File: src/hw/rtl/mi3_pkg.sv
`timescale 1ns / 1ps
// ----------------------------------------------------------------------------
// mi3_pkg
// Shared widths, constants and transaction types of the 3x3 matrix inverse.
// ----------------------------------------------------------------------------
package mi3_pkg;

   localparam int M_W      = 16;               // Q8.8 element
   localparam int P_W      = 32;               // element product, Q16.16
   localparam int ADJ_W    = 33;               // adjugate entry, Q16.16
   localparam int DT_W     = 49;               // determinant term
   localparam int DET_W    = 53;               // determinant, Q24.24
   localparam int TOL_W    = 48;               // tolerance register
   localparam int RES_W    = 32;               // inverse entry, Q16.16
   localparam int MAG_W    = 32;               // adjugate magnitude
   localparam int FRAC_SH  = 24;               // Q16.16 / Q24.24 alignment
   localparam int NUM_W    = 57;               // rounded dividend
   localparam int Q_BITS   = 32;               // quotient bits, one per stage
   localparam int CMP_W    = NUM_W + 28;       // wide enough for mag << 32
   localparam int N_ENT    = 9;
   localparam int QUEUE_DEPTH = 2;
   localparam int QPTR_W   = $clog2(QUEUE_DEPTH);
   localparam int QCNT_W   = $clog2(QUEUE_DEPTH + 1);

   localparam logic [TOL_W-1:0] TOL_RESET = TOL_W'(17);
   localparam logic [RES_W-1:0] SAT_POS   = 32'h7FFF_FFFF;
   localparam logic [RES_W-1:0] SAT_NEG   = 32'h8000_0000;

   // One classified matrix handed from the front to the back.
   typedef struct packed {
      logic [N_ENT-1:0][ADJ_W-1:0] adj;
      logic [DET_W-1:0]            det;
      logic [DET_W-1:0]            mag;
      logic                        sing;
   } mi3_item_type;

endpackage

File: src/hw/rtl/mi3_queue.sv
`timescale 1ns / 1ps
// ----------------------------------------------------------------------------
// mi3_queue
// Short FIFO that decouples the front from the divider pipeline.
// ----------------------------------------------------------------------------
module mi3_queue (
   input  logic                   clock,
   input  logic                   reset,
   input  logic                   push_valid,
   input  mi3_pkg::mi3_item_type  push_item,
   output logic                   push_ready,
   output logic                   pop_valid,
   output mi3_pkg::mi3_item_type  pop_item,
   input  logic                   pop_ready
);
   import mi3_pkg::*;

   mi3_item_type      mem_ff [QUEUE_DEPTH];
   logic [QPTR_W-1:0] wptr_ff, wptr_in, rptr_ff, rptr_in;
   logic [QCNT_W-1:0] cnt_ff, cnt_in;
   logic              do_push, do_pop;

   assign push_ready = (cnt_ff != QCNT_W'(QUEUE_DEPTH));
   assign pop_valid  = (cnt_ff != '0);
   assign pop_item   = mem_ff[rptr_ff];
   assign do_push    = push_valid && push_ready;
   assign do_pop     = pop_valid && pop_ready;

   // Pointer and fill-count update.
   always_comb begin
      wptr_in = wptr_ff;
      rptr_in = rptr_ff;
      if (do_push) begin
         wptr_in = (wptr_ff == QPTR_W'(QUEUE_DEPTH - 1)) ? '0 : wptr_ff + 1'b1;
      end
      if (do_pop) begin
         rptr_in = (rptr_ff == QPTR_W'(QUEUE_DEPTH - 1)) ? '0 : rptr_ff + 1'b1;
      end
      cnt_in = cnt_ff + QCNT_W'(do_push) - QCNT_W'(do_pop);
   end

   always_ff @(posedge clock) begin
      if (reset) begin
         wptr_ff <= '0;
         rptr_ff <= '0;
         cnt_ff  <= '0;
      end else begin
         wptr_ff <= wptr_in;
         rptr_ff <= rptr_in;
         cnt_ff  <= cnt_in;
      end
   end

   always_ff @(posedge clock) begin
      if (do_push) begin
         mem_ff[wptr_ff] <= push_item;
      end
   end

endmodule

File: config.mk
export PLATFORM = sky130hd
export DESIGN_NAME = mi3_queue
export DESIGN_NICKNAME = d
export VERILOG_FILES = /design/src/hw/rtl/mi3_pkg.sv /design/src/hw/rtl/mi3_queue.sv
export SDC_FILE = /design/constraint.sdc
export NUM_CORES = 1
export LEC_CHECK = 0
export BUFFER_PORTS_ARGS = -buffer_cell sky130_fd_sc_hd__buf_4
export CAP_MARGIN = 25
export CORE_AREA = 5 5 315 317
export CTS_CLUSTER_DIAMETER = 40
export CTS_CLUSTER_SIZE = 24
export DETAILED_ROUTE_END_ITERATION = 16
export DIE_AREA = 0 0 320 322
export PLACE_DENSITY = 0.51
export SETUP_SLACK_MARGIN = 0.02
export SYNTH_ARGS = -nofsm -noshare
export SYNTH_HDL_FRONTEND = slang
export SYNTH_SLANG_ARGS = --single-unit
File: constraint.sdc
create_clock -name clock -period 17.1 [get_ports clock]
set_input_delay 5.13 -clock clock [delete_from_list [all_inputs] [get_ports clock]]
set_output_delay 5.13 -clock clock [all_outputs]
set_load 0.005 [all_outputs]
## Word-level counts from Yosys, hierarchy flattened

Memories as Yosys holds them, arrays and structs flattened. A register that Yosys moved wholly into a read port is not among the register bits.
Index checks and enable logic that the tools add are counted.

- Register bits: 4
- Bits in writable memories: 808
- Input port bits: 408
- Output and inout bits: 406
- Word-level logic and storage cells: 18
- Memories: 1

- Add/subtract/negate cells: 4
- Equal/unequal tests: 1
- Mux-type cells: 6
- Reduce and logical (&&, ||, !) cells: 3

Memory list:

| memory | depth | bits a word | rd ports | clocked after Yosys merged registers in | wr ports | RTL line | RTL |
|---|---|---|---|---|---|---|---|
| mem_ff | 2 | 404 | 1 | 1 | 1 | mi3_queue.sv:18 | `mi3_item_type mem_ff [QUEUE_DEPTH];` |

Operators with widths:

| kind | count |
|---|---|
| 1-bit 2-to-1 mux | 6 |
| 1-bit adder (second input constant) | 2 |
| 2-bit by 1-bit adder with 2-bit output | 1 |
| 1-bit logical AND | 2 |
| 2-bit != test (second input constant) | 1 |
| 2-bit nonzero test | 1 |
| 2-bit by 1-bit subtractor with 2-bit output | 1 |

## Logic depth before layout (Yosys ltp)

- Depth in word-level cells: 4
- Gate-level depth with buffers: 6
- Depth with buffers taken out: 6

## Worst setup path after synthesis

OpenSTA, ideal clock, no wires.

- Path kind: input to register
- From: input push_valid
- To: memory mem_ff[1][0] in the netlist's numbering, enable pin
- Library setup time: 0.822 ns
- Arrival time: 14.346 ns
- Required time: 16.278 ns
- Path slack: 1.932 ns
- Cell stages on the path: 1
- Path buffers: 0
- Path through: and3_1

- Cells in the longest elaborated chain, start to end: 3

Ends and longest elaborated chain:

| what | RTL line | RTL |
|---|---|---|
| start: declaration | mi3_queue.sv:9 | `input logic push_valid,` |
| 1-bit logical AND | mi3_queue.sv:26 | `assign do_push = push_valid && push_ready;` |
| 1-bit 2-to-1 mux | mi3_queue.sv:55 | `if (do_push) begin` |
| 1-bit 2-to-1 mux (implied by the code) | mi3_queue.sv:56 | `mem_ff[wptr_ff] <= push_item;` |
| end: declaration | mi3_queue.sv:18 |  |

Every way passes these cells.

==> run metrics <==
CTS Sinks=813; switching pwr=0.001431 W; Syn Area/Cell=22.98 um^2; Final ANT Viol Nets=0; GPL Wtd Cong=0.7996; multi-input combinational cell area=4707 um^2; Synth Area in XOR/XNOR=0.02964%; WS Path Type=reg2out; Num CTS Buffers=113; final hold slack=0.5090 ns; commonest non-fill, non-tap cells in the layout=buf_4 (819), edfxtp_1 (808), mux2_2 (405); maxcap violations=0; area leader, netlist=edfxtp_1; DRC violations left=0; via count=15460; r2r worst-path depth=5; placed insts=3341; gr ovfl total=0; Crit Path Max Fanout=146; FF/Latch Area=24370 um^2; largest family of logic cells by synthesized area=multiplexers; 1st-iter DRT viols=874; Period minus WS final=9.126 ns; htree depth=3; Req. time, crit path=11.97 ns; Placed Instance Area=36940 um^2; fin area=40690 um^2; Worst-Skew Late Latency=0.66 ns; Synth area leaders=edfxtp_1 (82%), mux2_2 (15%), buf_6 (1.6%), dfxtp_1 (0.34%), a21bo_2 (0.068%); Sw Ratio=24.32%; post-synthesis mux area share=15.43%; layout cells sized above 1=62.30%; syn_nets=1695; Hold WC Path Type=reg2reg; Max VDD drop=0.0001218 V; internal power=0.004454 W; fin crit share=53.37%; Cells after Synth=1286; Synth Area in Compound Gates=0.1736%; Pleak=14.95 nW; synthesized area=29550 um^2; CTS Hold Bufs=0; largest net degree at the start of global routing=162; I/O pin count=814; Starting Density=30.78%; cts repair resizes=0; Post-Layout Cell Count=3555; GRT Total Usage=14.49%; actual slew at the worst max-slew pin=1.312 ns; Worst Path Arrival=4.00 ns; Clock Path Buffers=3; Layout Area Growth over Synthesis=37.70%; most common cell after layout, fill and taps aside=buf_4; # setup viols final=0; DRT Pass-1 Iters=4; adder-cell area share of the yosys netlist=0.04234%; final slew viol count=0; final hold violations=0; sequential share of power=42.3%; Power Density=144.6 nW/um^2; Critical Path Source Type=flop; initial antenna violation count=8; register area share after synthesis=82.45%; combinational power share=19.2%; Layout Nets=2589; die area=103000 um^2; RSZ-0062 raised after global routing=false; fmax=109.6 MHz; number of port buffers=813; post-synthesis register bit count=813; core footprint=95990 um^2; filler cell count=8547; Worst slew margin=12.53%; setup_tns=0 ns; # rows=114; Unique masters post-synth=20; CTS tree=done; yosys warns=0; WHS Path Cells=2; Detailed Place HPWL=55220 um; via-per-instance ratio=4.349; DIE WIDTH=320 um; post-synth top area share=82.11%; Worst Skew=0.01795 ns; clock power share=38.5%; Routed WL=78850 um; vias in the first global route=17080; post-CTS setup buffers=0; simple-gate share of the synthesized area=0.2329%; clk root buf=clkbuf_16; CP Capture Type=primary output; Avg WL per Cell=22.18 um; Clock Pin Slew Worst Setup and Hold Paths=0.05 ns; r2r setup slk=13.24 ns; Die Span Y=322 um; first-pass GRT wire length=110900 um; status=finished, final reports clean
-- final timing paths --
path                                        to      start
worst max-delay path             pop_item[366]       flop
worst min register to register         rptr_ff    rptr_ff
worst min-delay path                   rptr_ff    rptr_ff
worst max register to register  mem_ff[0][374]  cnt_ff[0]
-- flip-flops by register name (all words and copies together), names as in the netlist, named ones only --
register	count
cnt_ff	2
mem_ff	808
rptr_ff	1
wptr_ff	1
-- layout make-up --
class / count / share of cell area, %
tap: 1276 / 3.924
timing repair buffer: 824 / 15.37
inverter: 1 / 0.02767
multi-input combinational: 427 / 11.57
sequential: 813 / 59.88
clock buffer: 130 / 7.263
clock inverter: 78 / 1.922
antenna: 6 / 0.03690
-- cells in the mapped netlist --
library cell	instances
and3_1	1
buf_2	4
edfxtp_1	808
ha_1	1
nand3_1	1
nor2_1	5
mux2_2	405
a32oi_1	1
nand2b_1	1
a21oi_1	1
a211oi_1	1
nor2b_1	3
buf_6	41
nand3b_1	1
o21ai_0	2
dfxtp_1	5
xor2_1	1
or2_2	1
inv_1	1
a21bo_2	2
-- power by group through the flow --
stage	clock network, W	registers, W	logic (W)
after floorplan	0	0.00258	0.000569
after global placement	0	0.00252	0.00115
after detailed placement	0	0.00253	0.00116
after CTS	0.00233	0.00249	0.00116
after global routing	0.00243	0.00250	0.00122
final	0.00227	0.00249	0.00113
-- logic make-up after synthesis --
kind of cell	after synthesis
xor gates and xnor gates	1
DFF	813
AOI/OAI and AO/OA	7
and+or+nand+nor	13
buffers and inverters	46
muxes	405
adders and majority gates	1
-- routing by layer --
metal / vias up / track usage [%] / part of all wire, %
met4: 6 / 4.313 / 2.3
met1: 7721 / 15.05 / 35
li1: 6977 / - / -
met5: - / 0 / 0.072
met2: 638 / 25.79 / 52
met3: 118 / 7.282 / 11
-- per-stage QoR --
step           setup slack, ns  utilization (%)  power, W
2_1_floorplan            1.932                -  0.003149
3_3_place_gp             8.706            38.45  0.003670
3_5_place_dp             8.637            38.48  0.003685
4_1_cts                  8.044            42.37  0.005986
5_1_grt                  7.787            42.38  0.006148
6_report                 7.974            42.39  0.005885
-- worst max-delay path, cell delays in order (launching register included) --
cell	delay, ns
dfxtp_4	0.82
buf_12	0.50
buf_4	0.90
mux2_2	0.46
buf_4	0.15
No activity file was read; power rests on OpenSTA's default activity.
